$ cat src/rtl/agac_pkg.sv
// agac_pkg: widths, constants, register indexes and shared types of the
// adaptive gain audio clipper.
// No dependencies; used by agac_ctrl, agac_dpath and the top level.
`default_nettype none

package agac_pkg;

   // field widths
   localparam int SAMPLE_W   = 32;
   localparam int GAIN_W     = 17;
   localparam int OUT_W      = 16;
   localparam int PEAK_W     = 15;
   localparam int FRAMES_W   = 13;
   localparam int RETAIN_W   = 8;
   localparam int WEIGHT_W   = 16;
   localparam int SUM_W      = 48;
   localparam int WCOUNT_W   = FRAMES_W;
   localparam int CSR_IDX_W  = 2;
   localparam int CSR_DATA_W = 16;

   // chunk and meter sizing
   localparam int MAX_CHUNK_FRAMES = 4096;
   localparam int PEAK_HISTORY     = 8;
   localparam int HIST_IDX_W       = $clog2(PEAK_HISTORY);
   localparam int HIST_SUM_W       = PEAK_W + HIST_IDX_W;

   // sample scaling
   localparam int FRAC_W = 16;
   localparam int PROD_W = SAMPLE_W + GAIN_W;
   localparam int Q_W    = PROD_W - FRAC_W;

   // weight fraction bits (Q8.8)
   localparam int WEIGHT_FRAC = 8;

   // gain update: partial products and shared divider
   localparam int SLICE_W   = WEIGHT_W;
   localparam int PP_SLICES = SUM_W / SLICE_W;
   localparam int PP_SEL_W  = $clog2(PP_SLICES);
   localparam int ACC_W     = 64;
   localparam int REM_W     = 63;
   localparam int QUO_W     = GAIN_W;
   localparam int DSH_W     = REM_W + QUO_W - 1;
   localparam int CNT_W     = $clog2(QUO_W);

   localparam logic [GAIN_W-1:0]   GAIN_ONE   = GAIN_W'(1) << FRAC_W;
   localparam logic [PEAK_W-1:0]   PEAK_MAX   = '1;
   localparam logic [OUT_W-1:0]    SAMPLE_MAX = {1'b0, {(OUT_W-1){1'b1}}};
   localparam logic [OUT_W-1:0]    SAMPLE_MIN = {1'b1, {(OUT_W-1){1'b0}}};
   localparam logic [Q_W-1:0]      POS_LIMIT  = Q_W'(SAMPLE_MAX);
   localparam logic [Q_W-1:0]      NEG_LIMIT  = Q_W'(SAMPLE_MIN);
   localparam logic [FRAMES_W-1:0] FRAMES_MAX = FRAMES_W'(MAX_CHUNK_FRAMES);

   // register reset values
   localparam logic [FRAMES_W-1:0] FRAMES_RESET = FRAMES_W'(1024);
   localparam logic [RETAIN_W-1:0] RETAIN_RESET = RETAIN_W'(3);
   localparam logic [WEIGHT_W-1:0] WEIGHT_RESET = WEIGHT_W'(256);

   // register indexes
   localparam logic [CSR_IDX_W-1:0] CSR_FRAMES = CSR_IDX_W'(0);
   localparam logic [CSR_IDX_W-1:0] CSR_RETAIN = CSR_IDX_W'(1);
   localparam logic [CSR_IDX_W-1:0] CSR_WEIGHT = CSR_IDX_W'(2);

   typedef enum logic [2:0] {
      ST_IDLE,
      ST_EVAL,
      ST_PP,
      ST_GSETUP,
      ST_GDIV,
      ST_KSETUP,
      ST_KDIV,
      ST_FINISH
   } ctrl_state_type;

   typedef struct packed {
      logic                load;
      logic                eval;
      logic                pp;
      logic [PP_SEL_W-1:0] pp_sel;
      logic                g_setup;
      logic                k_setup;
      logic                div_step;
      logic                finish;
   } dp_cmd_type;

   typedef struct packed {
      logic chunk_end;
      logic prod_ovf;
   } dp_sts_type;

endpackage

`default_nettype wire

$ cat src/rtl/adaptive_gain_audio_clipper.sv
// An accepted word is registered in the product stage, then evaluated into
// the result register once it is empty or drained; only then is a new word
// taken. A chunk's last word adds the gain update: partial products, two
// setups, write-back and two 17-step divider passes, one on W*sum overflow.
// Reset (synchronous, active high): gain 1.0, default config, counters clear.
// Top level; depends on agac_pkg, agac_ctrl and agac_dpath.
`default_nettype none

module adaptive_gain_audio_clipper (
   input  wire logic                                  clock,
   input  wire logic                                  reset,
   input  wire logic                                  req_valid,
   output logic                                       req_ready,
   input  wire logic signed [agac_pkg::SAMPLE_W-1:0]  req_mixed_sample,
   output logic                                       rsp_valid,
   input  wire logic                                  rsp_ready,
   output logic signed [agac_pkg::OUT_W-1:0]          rsp_clipped_sample,
   output logic                                       rsp_chunk_end,
   output logic [agac_pkg::PEAK_W-1:0]                rsp_chunk_peak,
   output logic [agac_pkg::PEAK_W-1:0]                rsp_meter_level,
   output logic                                       rsp_meter_valid,
   output logic [agac_pkg::GAIN_W-1:0]                rsp_gain_now,
   input  wire logic                                  csr_write_en,
   input  wire logic [agac_pkg::CSR_IDX_W-1:0]        csr_index,
   input  wire logic [agac_pkg::CSR_DATA_W-1:0]       csr_wdata
);

   agac_pkg::dp_cmd_type cmd;
   agac_pkg::dp_sts_type sts;

   // sequencer
   agac_ctrl u_ctrl (
      .clock     (clock),
      .reset     (reset),
      .req_valid (req_valid),
      .req_ready (req_ready),
      .rsp_valid (rsp_valid),
      .rsp_ready (rsp_ready),
      .sts       (sts),
      .cmd       (cmd)
   );

   // datapath
   agac_dpath u_dpath (
      .clock              (clock),
      .reset              (reset),
      .cmd                (cmd),
      .sts                (sts),
      .req_mixed_sample   (req_mixed_sample),
      .csr_write_en       (csr_write_en),
      .csr_index          (csr_index),
      .csr_wdata          (csr_wdata),
      .rsp_clipped_sample (rsp_clipped_sample),
      .rsp_chunk_end      (rsp_chunk_end),
      .rsp_chunk_peak     (rsp_chunk_peak),
      .rsp_meter_level    (rsp_meter_level),
      .rsp_meter_valid    (rsp_meter_valid),
      .rsp_gain_now       (rsp_gain_now)
   );

endmodule

`default_nettype wire

$ cat src/rtl/agac_ctrl.sv
// agac_ctrl: sequencer of the clipper; takes transactions, times the
// evaluation and the chunk-end gain update, owns the result valid flag.
// Depends on agac_pkg.
`default_nettype none

module agac_ctrl (
   input  wire logic                clock,
   input  wire logic                reset,
   input  wire logic                req_valid,
   output logic                     req_ready,
   output logic                     rsp_valid,
   input  wire logic                rsp_ready,
   input  wire agac_pkg::dp_sts_type sts,
   output agac_pkg::dp_cmd_type     cmd
);

   agac_pkg::ctrl_state_type state_ff, state_in;
   logic [agac_pkg::CNT_W-1:0] cnt_ff, cnt_in;
   logic rsp_valid_ff, rsp_valid_in;
   logic eval_go;

   // result register may be written when empty or being drained
   assign eval_go = !rsp_valid_ff || rsp_ready;

   // next state and step counter
   always_comb begin
      state_in = state_ff;
      cnt_in   = cnt_ff;
      unique case (state_ff)
         agac_pkg::ST_IDLE: begin
            if (req_valid) begin
               state_in = agac_pkg::ST_EVAL;
            end
         end
         agac_pkg::ST_EVAL: begin
            if (eval_go) begin
               if (sts.chunk_end) begin
                  state_in = agac_pkg::ST_PP;
                  cnt_in   = agac_pkg::CNT_W'(agac_pkg::PP_SLICES - 1);
               end else begin
                  state_in = agac_pkg::ST_IDLE;
               end
            end
         end
         agac_pkg::ST_PP: begin
            if (cnt_ff == '0) begin
               state_in = agac_pkg::ST_GSETUP;
            end else begin
               cnt_in = cnt_ff - agac_pkg::CNT_W'(1);
            end
         end
         agac_pkg::ST_GSETUP: begin
            if (sts.prod_ovf) begin
               state_in = agac_pkg::ST_KSETUP;
            end else begin
               state_in = agac_pkg::ST_GDIV;
               cnt_in   = agac_pkg::CNT_W'(agac_pkg::QUO_W - 1);
            end
         end
         agac_pkg::ST_GDIV: begin
            if (cnt_ff == '0) begin
               state_in = agac_pkg::ST_KSETUP;
            end else begin
               cnt_in = cnt_ff - agac_pkg::CNT_W'(1);
            end
         end
         agac_pkg::ST_KSETUP: begin
            state_in = agac_pkg::ST_KDIV;
            cnt_in   = agac_pkg::CNT_W'(agac_pkg::QUO_W - 1);
         end
         agac_pkg::ST_KDIV: begin
            if (cnt_ff == '0) begin
               state_in = agac_pkg::ST_FINISH;
            end else begin
               cnt_in = cnt_ff - agac_pkg::CNT_W'(1);
            end
         end
         agac_pkg::ST_FINISH: begin
            state_in = agac_pkg::ST_IDLE;
         end
         default: begin
            state_in = agac_pkg::ST_IDLE;
         end
      endcase
   end

   // datapath commands and input handshake
   always_comb begin
      cmd       = '0;
      req_ready = 1'b0;
      unique case (state_ff)
         agac_pkg::ST_IDLE: begin
            req_ready = 1'b1;
            cmd.load  = req_valid;
         end
         agac_pkg::ST_EVAL: begin
            cmd.eval = eval_go;
         end
         agac_pkg::ST_PP: begin
            cmd.pp     = 1'b1;
            cmd.pp_sel = cnt_ff[agac_pkg::PP_SEL_W-1:0];
         end
         agac_pkg::ST_GSETUP: begin
            cmd.g_setup = 1'b1;
         end
         agac_pkg::ST_GDIV, agac_pkg::ST_KDIV: begin
            cmd.div_step = 1'b1;
         end
         agac_pkg::ST_KSETUP: begin
            cmd.k_setup = 1'b1;
         end
         agac_pkg::ST_FINISH: begin
            cmd.finish = 1'b1;
         end
         default: begin
            cmd = '0;
         end
      endcase
   end

   // result valid flag
   always_comb begin
      rsp_valid_in = rsp_valid_ff;
      if (cmd.eval) begin
         rsp_valid_in = 1'b1;
      end else if (rsp_ready) begin
         rsp_valid_in = 1'b0;
      end
   end

   assign rsp_valid = rsp_valid_ff;

   always_ff @(posedge clock) begin
      if (reset) begin
         state_ff     <= agac_pkg::ST_IDLE;
         cnt_ff       <= '0;
         rsp_valid_ff <= 1'b0;
      end else begin
         state_ff     <= state_in;
         cnt_ff       <= cnt_in;
         rsp_valid_ff <= rsp_valid_in;
      end
   end

`ifndef SYNTHESIS
   // a chunk-end evaluation holds off the next transaction
   a_update_blocks_input: assert property (@(posedge clock) disable iff (reset)
      (cmd.eval && sts.chunk_end) |=> !req_ready)
      else $error("input taken during gain update");

   // a result appears only out of an evaluation
   a_valid_from_eval: assert property (@(posedge clock) disable iff (reset)
      $rose(rsp_valid_ff) |-> $past(state_ff) == agac_pkg::ST_EVAL)
      else $error("result valid without evaluation");

   // partial product slice select stays in range
   a_pp_range: assert property (@(posedge clock) disable iff (reset)
      (state_ff == agac_pkg::ST_PP) |-> cnt_ff < agac_pkg::CNT_W'(agac_pkg::PP_SLICES))
      else $error("partial product select out of range");
`endif

endmodule

`default_nettype wire

$ cat src/rtl/agac_dpath.sv
// agac_dpath: datapath of the clipper; config registers, gain multiply,
// saturation, chunk statistics, peak history and the shared divider.
// Depends on agac_pkg; driven by agac_ctrl.
`default_nettype none

module agac_dpath (
   input  wire logic                                  clock,
   input  wire logic                                  reset,
   input  wire agac_pkg::dp_cmd_type                  cmd,
   output agac_pkg::dp_sts_type                       sts,
   input  wire logic signed [agac_pkg::SAMPLE_W-1:0]  req_mixed_sample,
   input  wire logic                                  csr_write_en,
   input  wire logic [agac_pkg::CSR_IDX_W-1:0]        csr_index,
   input  wire logic [agac_pkg::CSR_DATA_W-1:0]       csr_wdata,
   output logic signed [agac_pkg::OUT_W-1:0]          rsp_clipped_sample,
   output logic                                       rsp_chunk_end,
   output logic [agac_pkg::PEAK_W-1:0]                rsp_chunk_peak,
   output logic [agac_pkg::PEAK_W-1:0]                rsp_meter_level,
   output logic                                       rsp_meter_valid,
   output logic [agac_pkg::GAIN_W-1:0]                rsp_gain_now
);

   localparam int FX_W   = agac_pkg::FRAMES_W + agac_pkg::PEAK_W;
   localparam int D_W    = FX_W + agac_pkg::WEIGHT_FRAC;
   localparam int KR_W   = agac_pkg::GAIN_W + agac_pkg::RETAIN_W;
   localparam int DEN2_W = agac_pkg::RETAIN_W + 1;
   localparam int DIFF_W = agac_pkg::DSH_W + 1;
   localparam int PPP_W  = agac_pkg::WEIGHT_W + agac_pkg::SLICE_W;

   // configuration
   logic [agac_pkg::FRAMES_W-1:0] frames_ff;
   logic [agac_pkg::RETAIN_W-1:0] retain_ff;
   logic [agac_pkg::WEIGHT_W-1:0] weight_ff;

   // block state
   logic [agac_pkg::GAIN_W-1:0]     gain_k_ff, gain_k_in;
   logic [agac_pkg::SUM_W-1:0]      excess_sum_ff, excess_sum_in;
   logic [agac_pkg::PEAK_W-1:0]     running_peak_ff, running_peak_in;
   logic [agac_pkg::WCOUNT_W-1:0]   word_count_ff, word_count_in;
   logic [agac_pkg::PEAK_W-1:0]     hist_ff [agac_pkg::PEAK_HISTORY];
   logic [agac_pkg::HIST_SUM_W-1:0] hist_sum_ff, hist_sum_in;
   logic [agac_pkg::HIST_IDX_W-1:0] chunk_idx_ff, chunk_idx_in;

   // product stage
   logic                          neg_ff;
   logic [agac_pkg::PROD_W-1:0]   prod_ff;

   // gain update working registers
   logic [agac_pkg::ACC_W-1:0]    acc_ff, acc_in;
   logic [agac_pkg::REM_W-1:0]    rem_ff, rem_in;
   logic [agac_pkg::DSH_W-1:0]    dsh_ff, dsh_in;
   logic [agac_pkg::QUO_W-1:0]    quo_ff, quo_in;

   // result registers
   logic [agac_pkg::OUT_W-1:0]    rsp_sample_ff;
   logic                          rsp_end_ff;
   logic [agac_pkg::PEAK_W-1:0]   rsp_peak_ff;
   logic [agac_pkg::PEAK_W-1:0]   rsp_meter_ff;
   logic                          rsp_mvalid_ff;
   logic [agac_pkg::GAIN_W-1:0]   rsp_gain_ff;

   // combinational terms
   logic                          x_neg;
   logic [agac_pkg::SAMPLE_W-1:0] x_mag;
   logic [agac_pkg::PROD_W-1:0]   x_prod;
   logic [agac_pkg::Q_W-1:0]      q;
   logic                          pos_clip, neg_clip;
   logic [agac_pkg::Q_W-1:0]      excess;
   logic [agac_pkg::SUM_W:0]      sum_add;
   logic [agac_pkg::SUM_W-1:0]    sum_sat;
   logic [agac_pkg::OUT_W-1:0]    sample;
   logic [agac_pkg::PEAK_W-1:0]   peak_next;
   logic [agac_pkg::FRAMES_W-1:0] eff_frames;
   logic [agac_pkg::WCOUNT_W:0]   last_word;
   logic                          chunk_end;
   logic                          hist_last;
   logic [agac_pkg::HIST_SUM_W-1:0] hist_sum_next;
   logic [agac_pkg::SUM_W-1:0]    sum_shift;
   logic [PPP_W-1:0]              pp_prod;
   logic                          pp_first;
   logic                          prod_ovf;
   logic [FX_W-1:0]               fx;
   logic [D_W-1:0]                d;
   logic [agac_pkg::REM_W-1:0]    g_den, g_num;
   logic [KR_W-1:0]               kr;
   logic [DEN2_W-1:0]             k_den;
   logic [agac_pkg::REM_W-1:0]    k_num;
   logic [DIFF_W-1:0]             diff;
   logic                          take;

   // sample magnitude times gain, registered at acceptance
   assign x_neg  = req_mixed_sample[agac_pkg::SAMPLE_W-1];
   assign x_mag  = x_neg ? (~req_mixed_sample + agac_pkg::SAMPLE_W'(1)) : req_mixed_sample;
   assign x_prod = agac_pkg::PROD_W'(x_mag) * agac_pkg::PROD_W'(gain_k_ff);

   // saturation and clipped area
   assign q        = prod_ff[agac_pkg::PROD_W-1:agac_pkg::FRAC_W];
   assign pos_clip = !neg_ff && (q > agac_pkg::POS_LIMIT);
   assign neg_clip = neg_ff && (q > agac_pkg::NEG_LIMIT);

   always_comb begin
      priority if (pos_clip) begin
         excess = q - agac_pkg::POS_LIMIT;
         sample = agac_pkg::SAMPLE_MAX;
      end else if (neg_clip) begin
         excess = q - agac_pkg::NEG_LIMIT;
         sample = agac_pkg::SAMPLE_MIN;
      end else if (neg_ff) begin
         excess = '0;
         sample = agac_pkg::OUT_W'(0) - q[agac_pkg::OUT_W-1:0];
      end else begin
         excess = '0;
         sample = q[agac_pkg::OUT_W-1:0];
      end
   end

   // saturating area accumulation
   assign sum_add = {1'b0, excess_sum_ff} + (agac_pkg::SUM_W + 1)'(excess);
   assign sum_sat = sum_add[agac_pkg::SUM_W] ? '1 : sum_add[agac_pkg::SUM_W-1:0];

   // chunk peak
   always_comb begin
      priority if (pos_clip) begin
         peak_next = agac_pkg::PEAK_MAX;
      end else if (!neg_ff && (q > agac_pkg::Q_W'(running_peak_ff))) begin
         peak_next = q[agac_pkg::PEAK_W-1:0];
      end else begin
         peak_next = running_peak_ff;
      end
   end

   // chunk length with out-of-range frame counts clamped
   always_comb begin
      priority if (frames_ff == '0) begin
         eff_frames = agac_pkg::FRAMES_W'(1);
      end else if (frames_ff > agac_pkg::FRAMES_MAX) begin
         eff_frames = agac_pkg::FRAMES_MAX;
      end else begin
         eff_frames = frames_ff;
      end
   end

   assign last_word = {eff_frames, 1'b0} - (agac_pkg::WCOUNT_W + 1)'(1);
   assign chunk_end = (agac_pkg::WCOUNT_W + 1)'(word_count_ff) >= last_word;

   // peak history kept with a running sum
   assign hist_last     = chunk_idx_ff == agac_pkg::HIST_IDX_W'(agac_pkg::PEAK_HISTORY - 1);
   assign hist_sum_next = hist_sum_ff - agac_pkg::HIST_SUM_W'(hist_ff[chunk_idx_ff])
                          + agac_pkg::HIST_SUM_W'(peak_next);

   // weight times area, one 16-bit slice per cycle from the top
   assign sum_shift = excess_sum_ff >> (agac_pkg::SLICE_W * int'(cmd.pp_sel));
   assign pp_prod   = PPP_W'(weight_ff) * PPP_W'(sum_shift[agac_pkg::SLICE_W-1:0]);
   assign pp_first  = cmd.pp_sel == agac_pkg::PP_SEL_W'(agac_pkg::PP_SLICES - 1);
   assign prod_ovf  = acc_ff[agac_pkg::ACC_W-1:agac_pkg::ACC_W-2] != '0;

   // recovery term operands: d = 256 * frames * 32767
   assign fx    = {eff_frames, agac_pkg::PEAK_W'(0)} - FX_W'(eff_frames);
   assign d     = {fx, agac_pkg::WEIGHT_FRAC'(0)};
   assign g_den = agac_pkg::REM_W'(d) + agac_pkg::REM_W'(acc_ff[agac_pkg::ACC_W-3:0]);
   assign g_num = agac_pkg::REM_W'({d, agac_pkg::FRAC_W'(0)}) + (g_den >> 1);

   // new gain operands: (k*R + g + (R+1)/2) / (R+1)
   assign kr    = KR_W'(gain_k_ff) * KR_W'(retain_ff);
   assign k_den = DEN2_W'(retain_ff) + DEN2_W'(1);
   assign k_num = agac_pkg::REM_W'(kr) + agac_pkg::REM_W'(quo_ff)
                  + agac_pkg::REM_W'(k_den >> 1);

   // restoring divider step
   assign diff = DIFF_W'(rem_ff) - DIFF_W'(dsh_ff);
   assign take = !diff[DIFF_W-1];

   // next values of block state
   always_comb begin
      gain_k_in       = gain_k_ff;
      excess_sum_in   = excess_sum_ff;
      running_peak_in = running_peak_ff;
      word_count_in   = word_count_ff;
      hist_sum_in     = hist_sum_ff;
      chunk_idx_in    = chunk_idx_ff;
      if (cmd.eval) begin
         excess_sum_in = sum_sat;
         if (chunk_end) begin
            running_peak_in = '0;
            word_count_in   = '0;
            hist_sum_in     = hist_sum_next;
            chunk_idx_in    = hist_last ? '0 : chunk_idx_ff + agac_pkg::HIST_IDX_W'(1);
         end else begin
            running_peak_in = peak_next;
            word_count_in   = word_count_ff + agac_pkg::WCOUNT_W'(1);
         end
      end
      if (cmd.finish) begin
         gain_k_in     = quo_ff;
         excess_sum_in = '0;
      end
   end

   // next values of the update unit; commands are one-hot, idle cycles hold
   always_comb begin
      acc_in = acc_ff;
      rem_in = rem_ff;
      dsh_in = dsh_ff;
      quo_in = quo_ff;
      if (cmd.pp) begin
         acc_in = (pp_first ? '0 : (acc_ff << agac_pkg::SLICE_W))
                  + agac_pkg::ACC_W'(pp_prod);
      end else if (cmd.g_setup) begin
         rem_in = g_num;
         dsh_in = {g_den, (agac_pkg::QUO_W - 1)'(0)};
         quo_in = '0;
      end else if (cmd.k_setup) begin
         rem_in = k_num;
         dsh_in = agac_pkg::DSH_W'({k_den, (agac_pkg::QUO_W - 1)'(0)});
         quo_in = '0;
      end else if (cmd.div_step) begin
         rem_in = take ? diff[agac_pkg::REM_W-1:0] : rem_ff;
         dsh_in = dsh_ff >> 1;
         quo_in = {quo_ff[agac_pkg::QUO_W-2:0], take};
      end
   end

   // configuration writes
   always_ff @(posedge clock) begin
      if (reset) begin
         frames_ff <= agac_pkg::FRAMES_RESET;
         retain_ff <= agac_pkg::RETAIN_RESET;
         weight_ff <= agac_pkg::WEIGHT_RESET;
      end else if (csr_write_en) begin
         if (csr_index == agac_pkg::CSR_FRAMES) begin
            frames_ff <= csr_wdata[agac_pkg::FRAMES_W-1:0];
         end
         if (csr_index == agac_pkg::CSR_RETAIN) begin
            retain_ff <= csr_wdata[agac_pkg::RETAIN_W-1:0];
         end
         if (csr_index == agac_pkg::CSR_WEIGHT) begin
            weight_ff <= csr_wdata[agac_pkg::WEIGHT_W-1:0];
         end
      end
   end

   // block state
   always_ff @(posedge clock) begin
      if (reset) begin
         gain_k_ff       <= agac_pkg::GAIN_ONE;
         excess_sum_ff   <= '0;
         running_peak_ff <= '0;
         word_count_ff   <= '0;
         hist_sum_ff     <= '0;
         chunk_idx_ff    <= '0;
         for (int i = 0; i < agac_pkg::PEAK_HISTORY; i++) begin
            hist_ff[i] <= '0;
         end
      end else begin
         gain_k_ff       <= gain_k_in;
         excess_sum_ff   <= excess_sum_in;
         running_peak_ff <= running_peak_in;
         word_count_ff   <= word_count_in;
         hist_sum_ff     <= hist_sum_in;
         chunk_idx_ff    <= chunk_idx_in;
         if (cmd.eval && chunk_end) begin
            hist_ff[chunk_idx_ff] <= peak_next;
         end
      end
   end

   // product stage and update unit
   always_ff @(posedge clock) begin
      if (cmd.load) begin
         neg_ff  <= x_neg;
         prod_ff <= x_prod;
      end
      acc_ff <= acc_in;
      rem_ff <= rem_in;
      dsh_ff <= dsh_in;
      quo_ff <= quo_in;
   end

   // result register
   always_ff @(posedge clock) begin
      if (reset) begin
         rsp_end_ff    <= 1'b0;
         rsp_mvalid_ff <= 1'b0;
         rsp_meter_ff  <= '0;
      end else if (cmd.eval) begin
         rsp_end_ff    <= chunk_end;
         rsp_mvalid_ff <= chunk_end && hist_last;
         rsp_meter_ff  <= (chunk_end && hist_last)
                          ? hist_sum_next[agac_pkg::HIST_SUM_W-1:agac_pkg::HIST_IDX_W]
                          : '0;
      end
   end

   always_ff @(posedge clock) begin
      if (cmd.eval) begin
         rsp_sample_ff <= sample;
         rsp_peak_ff   <= peak_next;
         rsp_gain_ff   <= gain_k_ff;
      end
   end

   assign sts.chunk_end = chunk_end;
   assign sts.prod_ovf  = prod_ovf;

   assign rsp_clipped_sample = rsp_sample_ff;
   assign rsp_chunk_end      = rsp_end_ff;
   assign rsp_chunk_peak     = rsp_peak_ff;
   assign rsp_meter_level    = rsp_meter_ff;
   assign rsp_meter_valid    = rsp_mvalid_ff;
   assign rsp_gain_now       = rsp_gain_ff;

`ifndef SYNTHESIS
   // gain stays within unity
   a_gain_bound: assert property (@(posedge clock) disable iff (reset)
      gain_k_ff <= agac_pkg::GAIN_ONE)
      else $error("gain above unity");

   // meter level only comes with a chunk end
   a_meter_on_end: assert property (@(posedge clock) disable iff (reset)
      rsp_mvalid_ff |-> rsp_end_ff)
      else $error("meter level outside chunk end");

   // meter field is zero when not fresh
   a_meter_zero: assert property (@(posedge clock) disable iff (reset)
      !rsp_mvalid_ff |-> rsp_meter_ff == '0)
      else $error("stale meter level");
`endif

endmodule

`default_nettype wire

$ cat config.mk
export PLATFORM = sky130hd
export DESIGN_NAME = adaptive_gain_audio_clipper
export DESIGN_NICKNAME = d
export VERILOG_FILES = /design/src/rtl/agac_pkg.sv /design/src/rtl/adaptive_gain_audio_clipper.sv /design/src/rtl/agac_ctrl.sv /design/src/rtl/agac_dpath.sv
export SDC_FILE = /design/constraint.sdc
export NUM_CORES = 2
export LEC_CHECK = 0
export ABC_CLOCK_PERIOD_IN_PS = 11750
export BUFFER_PORTS_ARGS = -buffer_cell sky130_fd_sc_hd__buf_2
export CAP_MARGIN = 30
export CELL_PAD_IN_SITES_DETAIL_PLACEMENT = 1
export CELL_PAD_IN_SITES_GLOBAL_PLACEMENT = 2
export CORE_UTILIZATION = 38
export CTS_CLUSTER_SIZE = 14
export DETAILED_ROUTE_END_ITERATION = 7
export PLACE_DENSITY_LB_ADDON = 0.1
export SLEW_MARGIN = 10
export SYNTH_ARGS = -nofsm -noshare
export SYNTH_HDL_FRONTEND = slang
export SYNTH_SLANG_ARGS = --single-unit
$ cat constraint.sdc
create_clock -name clock -period 11.75 [get_ports clock]
set_input_delay 2.35 -clock clock [delete_from_list [all_inputs] [get_ports clock]]
set_output_delay 2.35 -clock clock [all_outputs]
set_load 0.02 [all_outputs]
==> impl_metrics.yaml <==
outcome:
  status: "finished clean"
placement:
  hpwlAfterDp_um: 175500
  gp_congestion: 0.8859
  place.port_buffers: 121
setup_path:
  critPathKind: "in -> reg"
  crit_arrival_ns: 11.56
  path_buf_inv: 7
  critPathRequiredTime_ns: 12.21
  r2r-start: "u_dpath.frames_ff[6]"
  crit_cells: 31
  cp_max_fo: 6
  crit_path_end_kind: "flop"
  rr_endpoint: "u_dpath.rem_ff[55]"
  cpMaxStageDelayCell: "or4_1"
  reg2reg_depth: 35
  max_stage_delay_ns: 0.58
  r2r_setup_slack_ns: 2.04
  critPathTopFamily: "adder cells"
  crit_top_cell: "fa_1"
  cp-start-kind: "input pin"
timing:
  layout_min_cycle_time_ns: 11.10
  skew_ns: 0.03747
  worst_pin_slew_ns: 1.013
  setup-tns-final_ns: 0
  hold_viol: 0
  max_freq_mhz: 90.13
  fin_crit_sh_pct: 94.43
  finalSetupViolCount: 0
  rsz0062_at_grt: "false"
  slew_violations: 0
  maxSlewHeadroom_pct: 32.31
global_routing:
  grt-ovfl-total: 0
  antenna_found_initial: 6
  grt_pass1_wl_um: 348600
  grt_max_degree: 66
  track_usage_pct: 25.24
  grt_pass1_vias: 56830
hold_path:
  worstHoldPathType: "reg -> reg"
  whs_path_depth: 2
  hold_path.startpoint: "u_dpath.hist_sum_ff[0]"
  whs_endpoint: "u_dpath.hist_sum_ff[0]"
clock_tree:
  clk_pin_slew_worst_paths_ns: 0.06
  post_cts_resized: 0
  cts_setup_buffers: 0
  cts-root-buf: "clkbuf_16"
  cts_buffers: 80
  htree_num_levels: 3
  insertion_delay_ns: 0.70
  cts.path.max_buffers: 3
  cts_tree: "done"
  cts_sinks: 605
  ctsHoldBuffers: 0
yosys:
  ys_seq_area_share_pct: 24.32
  async_flop_share_pct: 0
  syn-cell-area_um2: 67290
  synth_largest_area_cell: "fa_1"
  ys_warn_count: 0
  syn_avg_cell_area_um2: 9.044
  synth_edf_count: 425
  synthFlopType: "edfxtp_1"
  synth.area.top_cells: "fa_1, edfxtp_1, ha_1, inv_1, nand2_1"
  syn-instance-count: 7440
  synth_seq_cells: 605
  yosysUniqueCellTypes: 93
  synth_top_area_share_pct: 23.32
power:
  power.density_nw_per_um2: 90.26
  ir_drop_uv: 82.18
  finalPower_uw: 6660
  power_leakage_uw: 0.03287
drt:
  drc: 0
  antenna_left: 0
  drt_wl_total_um: 225800
  routed_via_density: 5.374
  drt_first_pass_iters: 5
  wire_per_inst_um: 22.83
  via_count: 53140
  drt_iter0_drc: 3225
finish:
  fillers: 20250
  drive_gt1_share_pct: 6.905
  layout_commonest_cell: "inv_1"
  mostFrequentLayoutCells: "inv_1, nand2_1, fa_1"
  fin_nets: 8822
  syn2layout_area_growth_pct: 9.661
die:
  coreArea_um2: 175900
  die_w_um: 422.8
  fp-row-count: 154
  initial_core_util_pct: 38.25
  die_y_um: 422.8
  die_area_um2: 178800
  ios: 122
run:
  drv_cap: 0
[kinds of logic after synthesis]
logic type | after synthesis | share of synthesized area (%)
and+or+nand+nor | 2379 | 16.28
buffers and inverters | 1419 | 7.962
AOI/OAI and AO/OA | 1307 | 12.29
adders and majority gates | 1290 | 32.73
DFF | 605 | 24.32
xor gates and xnor gates | 381 | 4.981
muxes | 58 | 1.426
other | 1 | 0.005573
[state kept, by name (all words and copies together) (netlist names), 13 cells and up, named ones only]
| signal | flops |
|---|---|
| u_dpath.acc_ff | 64 |
| u_dpath.dsh_ff | 79 |
| u_dpath.excess_sum_ff | 48 |
| u_dpath.frames_ff | 13 |
| u_dpath.gain_k_ff | 17 |
| u_dpath.hist_ff | 120 |
| u_dpath.hist_sum_ff | 18 |
| u_dpath.prod_ff | 33 |
| u_dpath.quo_ff | 17 |
| u_dpath.rem_ff | 63 |
| u_dpath.rsp_chunk_peak | 15 |
| u_dpath.rsp_clipped_sample | 16 |
| u_dpath.rsp_gain_now | 17 |
| u_dpath.rsp_meter_level | 15 |
| u_dpath.running_peak_ff | 15 |
| u_dpath.weight_ff | 16 |
| u_dpath.word_count_ff | 13 |
[worst register-to-register path, delay by kind of cell (launching register included)]
kind                       cells  cell delay [ns]
AOI/OAI and AO/OA             15             4.21
xor gates and xnor gates       3             1.23
adders and majority gates      3             0.87
buffers and inverters          2             0.32
DFF                            1             0.47
and+or+nand+nor               12             2.38
[synthesized netlist by cell type (22+ instances only)]
| library cell | instances |
|---|---|
| nor3_1 | 82 |
| o21bai_1 | 40 |
| buf_1 | 22 |
| o21a_1 | 46 |
| nor4_1 | 28 |
| clkbuf_1 | 293 |
| a22oi_1 | 39 |
| o21ai_0 | 316 |
| o31ai_1 | 37 |
| o22ai_1 | 31 |
| mux2i_1 | 25 |
| a211oi_1 | 46 |
| xnor2_1 | 239 |
| nor2b_1 | 45 |
| nand3_1 | 87 |
| and3_1 | 40 |
| fa_1 | 784 |
| edfxtp_1 | 425 |
| a21oi_1 | 365 |
| ha_1 | 506 |
| mux4_2 | 30 |
| a22o_1 | 26 |
| nand2_1 | 1073 |
| a31oi_1 | 60 |
| nand2b_1 | 56 |
| inv_1 | 1097 |
| xor2_1 | 140 |
| nand4_1 | 53 |
| or3_1 | 36 |
| and2_1 | 329 |
| nor2_1 | 471 |
| dfxtp_1 | 180 |
| a21o_1 | 139 |
[worst max path at each step]
stage,start,end,slack [ns]
after CTS,req_mixed_sample[5],u_dpath.prod_ff[45],0.68
after floorplan,req_mixed_sample[5],u_dpath.prod_ff[48],0.67
after detailed placement,req_mixed_sample[5],u_dpath.prod_ff[45],-0.01
after global placement,req_mixed_sample[5],u_dpath.prod_ff[48],0.19
final,req_mixed_sample[5],u_dpath.prod_ff[45],0.65
after global routing,req_mixed_sample[5],u_dpath.prod_ff[45],0.18
[report_power, final]
part	total (uW)	internal, uW	switching, uW
sequential	2420	2350	73.7
clock	2630	1540	1100
combinational	1610	548	1060
total	6660	4430	2230
[routing by layer]
layer | routed length, um | global-route usage, % | vias to the layer above
li1 | - | - | 24540
met1 | 107700 | 36.12 | 27490
met2 | 105700 | 41.49 | 915
met3 | 8067 | 2.130 | 195
met4 | 4263 | 5.350 | 0
met5 | 0 | 0 | -
[metrics by stage]
| step | std cells | area (um^2) | utilization [%] | worst slack, ns | hold slack, ns |
|---|---|---|---|---|---|
| after floorplan | 7441 | 67290 | - | 0.6665 | 0.4363 |
| after global placement | 9714 | 70740 | 40.21 | 0.1924 | 0.4411 |
| after detailed placement | 9726 | 70920 | 40.31 | -0.01336 | 0.4495 |
| after CTS | 9876 | 73680 | 41.88 | 0.6820 | 0.4578 |
| after global routing | 9885 | 73780 | 41.94 | 0.1787 | 0.4834 |
| final | 9888 | 73790 | 41.95 | 0.6545 | 0.4548 |
[cell type report]
type	instances	area [um^2]	area share (%)
diodes	3	7.507	0.01017
inverters	1098	4126	5.592
well taps	2340	2928	3.968
clock buffers	96	2102	2.849
repair buffers	275	1889	2.560
multi-input cells	5417	45690	61.92
clock inverters	54	660.6	0.8953
flip-flops and latches	605	16380	22.20
No activity file was read; power rests on OpenSTA's default activity.
